===== src/rtl/gmbs_pkg.sv =====
// ----------------------------------------------------------------------------
// gmbs_pkg
// shared constants and types of the gradient max block sampler
// ----------------------------------------------------------------------------
package gmbs_pkg;

    localparam int MAX_WIDTH   = 2048;
    localparam int COL_W       = $clog2(MAX_WIDTH);
    localparam int MAX_BLOCK   = 16;
    localparam int LOC_W       = $clog2(MAX_BLOCK);
    localparam int SAMPLE_BITS = 16;
    localparam int NCH         = 4;
    localparam int PIX_W       = SAMPLE_BITS * NCH;
    localparam int ROW_W       = 12;
    localparam int REG_W       = 12;
    localparam int BS_W        = 5;
    localparam int IDX_W       = 2;
    localparam int OFIFO_DEPTH = 8;
    localparam int OFIFO_AW    = $clog2(OFIFO_DEPTH);

    localparam logic [IDX_W-1:0] CFG_ROI_WIDTH  = 2'd0;
    localparam logic [IDX_W-1:0] CFG_ROI_HEIGHT = 2'd1;
    localparam logic [IDX_W-1:0] CFG_BLOCK_SIZE = 2'd2;

    typedef logic [PIX_W-1:0] pix_t;

    typedef struct packed {
        logic [SAMPLE_BITS-1:0] grad;
        pix_t                   pix;
    } best_t;

    typedef struct packed {
        logic             last;
        logic [ROW_W-1:0] by;
        logic [COL_W-1:0] bx;
        pix_t             pix;
    } result_t;

    typedef struct packed {
        logic    push0;
        logic    push1;
        result_t din0;
        result_t din1;
    } fifo_push_t;

endpackage


===== src/rtl/gmbs_out_fifo.sv =====
// ----------------------------------------------------------------------------
// gmbs_out_fifo
// result queue, takes up to two results a cycle and hands out one
// ----------------------------------------------------------------------------
module gmbs_out_fifo (
    input  logic                      clk,
    input  logic                      rst_n,
    input  gmbs_pkg::fifo_push_t      push,
    input  logic                      pop,
    output gmbs_pkg::result_t         head,
    output logic [gmbs_pkg::OFIFO_AW:0] count
);

    gmbs_pkg::result_t               entry [gmbs_pkg::OFIFO_DEPTH];
    logic [gmbs_pkg::OFIFO_AW-1:0]   wr_ptr_reg;
    logic [gmbs_pkg::OFIFO_AW-1:0]   wr_ptr_next;
    logic [gmbs_pkg::OFIFO_AW-1:0]   rd_ptr_reg;
    logic [gmbs_pkg::OFIFO_AW-1:0]   rd_ptr_next;
    logic [gmbs_pkg::OFIFO_AW:0]     count_reg;
    logic [gmbs_pkg::OFIFO_AW:0]     count_next;
    logic [gmbs_pkg::OFIFO_AW:0]     n_in;
    logic [gmbs_pkg::OFIFO_AW-1:0]   wr_ptr_p1;

    assign wr_ptr_p1 = wr_ptr_reg + 1'b1;

    always_comb
    begin
        n_in        = {{gmbs_pkg::OFIFO_AW{1'b0}}, push.push0}
                    + {{gmbs_pkg::OFIFO_AW{1'b0}}, push.push1};
        wr_ptr_next = wr_ptr_reg + n_in[gmbs_pkg::OFIFO_AW-1:0];
        rd_ptr_next = rd_ptr_reg + {{(gmbs_pkg::OFIFO_AW-1){1'b0}}, pop};
        count_next  = count_reg + n_in - {{gmbs_pkg::OFIFO_AW{1'b0}}, pop};
    end

    always_ff @(posedge clk or negedge rst_n)
    begin
        if (!rst_n)
        begin
            wr_ptr_reg <= '0;
            rd_ptr_reg <= '0;
            count_reg  <= '0;
        end
        else
        begin
            wr_ptr_reg <= wr_ptr_next;
            rd_ptr_reg <= rd_ptr_next;
            count_reg  <= count_next;
        end
    end

    always_ff @(posedge clk)
    begin
        if (push.push0)
        begin
            entry[wr_ptr_reg] <= push.din0;
        end
        if (push.push1)
        begin
            entry[wr_ptr_p1] <= push.din1;
        end
    end

    assign head  = entry[rd_ptr_reg];
    assign count = count_reg;

endmodule


===== config.mk =====
export PLATFORM = sky130hd
export DESIGN_NAME = gmbs_out_fifo
export DESIGN_NICKNAME = d
export VERILOG_FILES = /design/src/rtl/gmbs_pkg.sv /design/src/rtl/gmbs_out_fifo.sv
export SDC_FILE = /design/constraint.sdc
export NUM_CORES = 1
export LEC_CHECK = 0
export BUFFER_PORTS_ARGS = -buffer_cell sky130_fd_sc_hd__buf_4
export CORE_ASPECT_RATIO = 0.6
export CORE_MARGIN = 2
export CORE_UTILIZATION = 45
export CTS_CLUSTER_DIAMETER = 80
export DETAILED_ROUTE_END_ITERATION = 6
export PLACE_DENSITY = 0.64
export REMOVE_ABC_BUFFERS = 1
export SYNTH_ARGS = -nofsm -noshare
export SYNTH_HDL_FRONTEND = slang
export SYNTH_SLANG_ARGS = --single-unit

===== constraint.sdc =====
create_clock -name clk -period 13.4 [get_ports clk]
set_input_delay 0.67 -clock clk [delete_from_list [all_inputs] [get_ports clk]]
set_output_delay 0.67 -clock clk [all_outputs]
set_load 0.01 [all_outputs]

==> impl_metrics.csv <==
group,metric,value,unit
synth,ys_types,32,
global_routing,grt_max_degree,103,
pwr,cellLeakagePower,13.54,nW
hold_path,hold_class,"in2reg",
floorplan,core,77590,sq um
route,wl_per_cell,28.35,microns
timing,post-route-period-util,33.62,%
place,place.gp.congestion,0.7270,
floorplan,die_area,80840,sq um
setup_path,worst_ep_required_time,13.63,ns
route,dr.first_iter.drc_count,1575,
timing,final_max_slew_viol_count,0,
synth,ys_ff_latch,714,
clock_tree,ctsResizeCount,0,
synth,yosys_warnings,0,
place,dp.cells,3101,
route,wirelength,91.82,mm
outcome,violations,"DRC",
clock_tree,numCtsBuffers,72,
synth,synth_edf_count,704,
floorplan,die_h,221.0,microns
timing,rsz0062_at_grt,"no",
cells_and_area,final_cell_mix,"780 x mux2_2, 704 x edfxtp_1, 308 x buf_4",
timing,worst_slew_pin_slew,1.187,ns
pwr,total_power,9.751,mW
place,placed_area,38540,sq um
clock_tree,clock_latency,0.62,ns
timing,hold_violations,0,
hold_path,holdPathEnd,"rd_ptr_reg[0]$_DFF_PN0_",
cells_and_area,nFillCells,6195,
clock_tree,holdBufCountCts,1,
pwr,peakVddDrop,0.0003035,V
global_routing,grt_pass1_wl,136.6,mm
clock_tree,cts_tree,"built",
synth,async_reset_ff_share,1.401,%
cells_and_area,nets,2316,
cells_and_area,layout_commonest_cell,"mux2_2",
setup_path,critPathArrivalTime,4.74,ns
clock_tree,post_cts_buffers,0,
route,ant_nets,0,
route,drt-vias-per-instance,5.908,
floorplan,ios,273,
cells_and_area,syn_to_final_growth,15.38,%
route,vias,19140,
place,dpl.hpwl,50.75,mm
setup_path,critical_path.max_stage_delay,0.78,ns
setup_path,end_kind,"flip-flop",
floorplan,start_util,45.53,%
clock_tree,clkSlewWorstSetupHoldPaths,0.06,ns
synth,synth_flop_cell,"edfxtp_1",
cells_and_area,multi_input_area,13450,sq um
clock_tree,htree_num_levels,3,
timing,max_freq,222.0,MHz
hold_path,min_path_cells,2,
global_routing,gr-total-overflow,0,
setup_path,r2r_start,"wr_ptr_reg[0]$_DFF_PN0_",
cells_and_area,regArea,21400,sq um
global_routing,track_usage,22.66,%
timing,period_needed,4.505,ns
setup_path,regToRegEndpoint,"entry[1][28]$_DFFE_PP_",
clock_tree,clock_sinks,714,
clock_tree,root_buffer,"clkbuf_16",
floorplan,fp.dieW,365.7,microns
pwr,p_per_area,239.2,nW/um^2
synth,synthCells,1863,
setup_path,crit_fanout,47,
cells_and_area,stdcell_area,40760,sq um
global_routing,antenna_found_initial,12,
floorplan,row_count,79,
timing,fin_tns_setup,0,ns
timing,clock_skew,0.01304,ns
global_routing,grt_pass1_vias,20400,
route,first_pass_iters,7,
cells_and_area,drive_gt1_share,63.39,%
synth,ys_seq_area_share,60.54,%
outcome,status,"complete, but fails checks",
route,route.detailed.drc,2,
setup_path,cpMostUsedCell,"buf_4",
setup_path,worstSetupPathType,"reg2reg",
job,drv_cap,0,
clock_tree,cts_buffer_depth,3,
setup_path,r2r_slack,8.89,ns
setup_path,cp_cell_sequence,"ha_1, nor3b_1, nand2_4, o21ai_4, buf_4, buf_4",
timing,maxSlewHeadroom,20.86,%
cells_and_area,largest_reg_flops,704,
place,portBuffers,272,
setup_path,reg2reg_depth,6,
cells_and_area,fin_cells,3239,
timing,setup_violations,0,
setup_path,crit_slowest_cell,"buf_4",
setup_path,crit_start,"wr_ptr_reg[0]$_DFF_PN0_",
setup_path,start_kind,"flip-flop",
synth,synth_area_per_cell,18.96,sq um
hold_path,hp-start,"pop",
synth,mappedNetlistArea,35330,sq um
layout make-up:
class                           count  share of cell area, %
Clock inverter                     41                 0.6538
Sequential cell                   714                  52.50
Inverter                           10                0.09208
Clock buffer                       90                  4.742
Timing Repair Buffer              310                  5.746
Tap cell                         1053                  3.232
Multi-Input combinational cell   1015                  33.00
Antenna cell                        6                0.03683
cell families after synthesis:
logic type	share of synthesized area [%]
buffers and inverters	1.806
muxes	36.46
adders and majority gates	0.4675
DFF	60.54
AOI/OAI and AO/OA	0.1629
and+or+nand+nor	0.3081
xor gates and xnor gates	0.2479
layer usage:
| layer | track usage (%) | wire length (microns) | share of wire, % |
|---|---|---|---|
| met4 | 5.705 | 1841 | 2.0 |
| met1 | 31.61 | 40670 | 44 |
| met5 | 0 | 86 | 0.094 |
| met3 | 4.425 | 5208 | 5.7 |
| met2 | 36.63 | 44010 | 48 |
report_power, final:
group          total, mW  leakage, nW  internal, mW  switching, mW
registers           3.76         6.58          3.46          0.295
logic               4.04         5.88          1.93           2.11
clock network       1.95         1.09          1.08          0.869
total               9.75         13.5          6.47           3.28
worst max-delay path by stage:
| stage | depth (start not counted) | slack [ns] | end |
|---|---|---|---|
| 3_3_place_gp | 6 | 8.93 | entry[1][27]$_DFFE_PP_ |
| 5_1_grt | 6 | 8.69 | entry[1][78]$_DFFE_PP_ |
| 4_1_cts | 6 | 8.86 | entry[1][78]$_DFFE_PP_ |
| 2_1_floorplan | 4 | 3.84 | entry[5][0]$_DFFE_PP_ |
| 6_report | 6 | 8.89 | entry[1][28]$_DFFE_PP_ |
| 3_5_place_dp | 6 | 8.87 | entry[1][82]$_DFFE_PP_ |
per-stage QoR:
step / worst slack, ns / hold WS [ns] / util, %
after global routing: 8.691 / 0.2969 / 52.53
after floorplan: 3.842 / 0.3744 / -
after global placement: 8.927 / 0.4972 / 49.67
final: 8.895 / 0.3227 / 52.54
after detailed placement: 8.872 / 0.5143 / 49.67
after CTS: 8.856 / 0.2821 / 52.52
Yosys cell counts (2+ instances only):
cell	n	area [sq um]
mux2_2	780	8783
edfxtp_1	704	21140
mux4_2	176	3964
buf_2	78	390.4
clkbuf_1	26	97.59
mux2_1	12	135.1
buf_1	10	37.54
buf_4	10	75.07
dfrtp_1	10	250.2
ha_1	10	125.1
inv_1	10	37.54
nand2_1	5	18.77
nand2b_1	3	18.77
o22ai_1	3	18.77
xnor2_1	3	26.28
fa_1	2	40.04
nor2_1	2	7.510
nor2_2	2	12.51
nor3_2	2	20.02
o21ai_0	2	10.01
xor2_1	2	17.52
critical path, delay by kind of cell, from the launching register on:
| family | cells | cell delay (ns) |
|---|---|---|
| buf+inv | 2 | 1.29 |
| simple gates | 2 | 1.24 |
| compound gates | 1 | 0.52 |
| flops | 1 | 0.51 |
| fa+ha+maj | 1 | 0.47 |
Power figures use the tool's default switching activity.
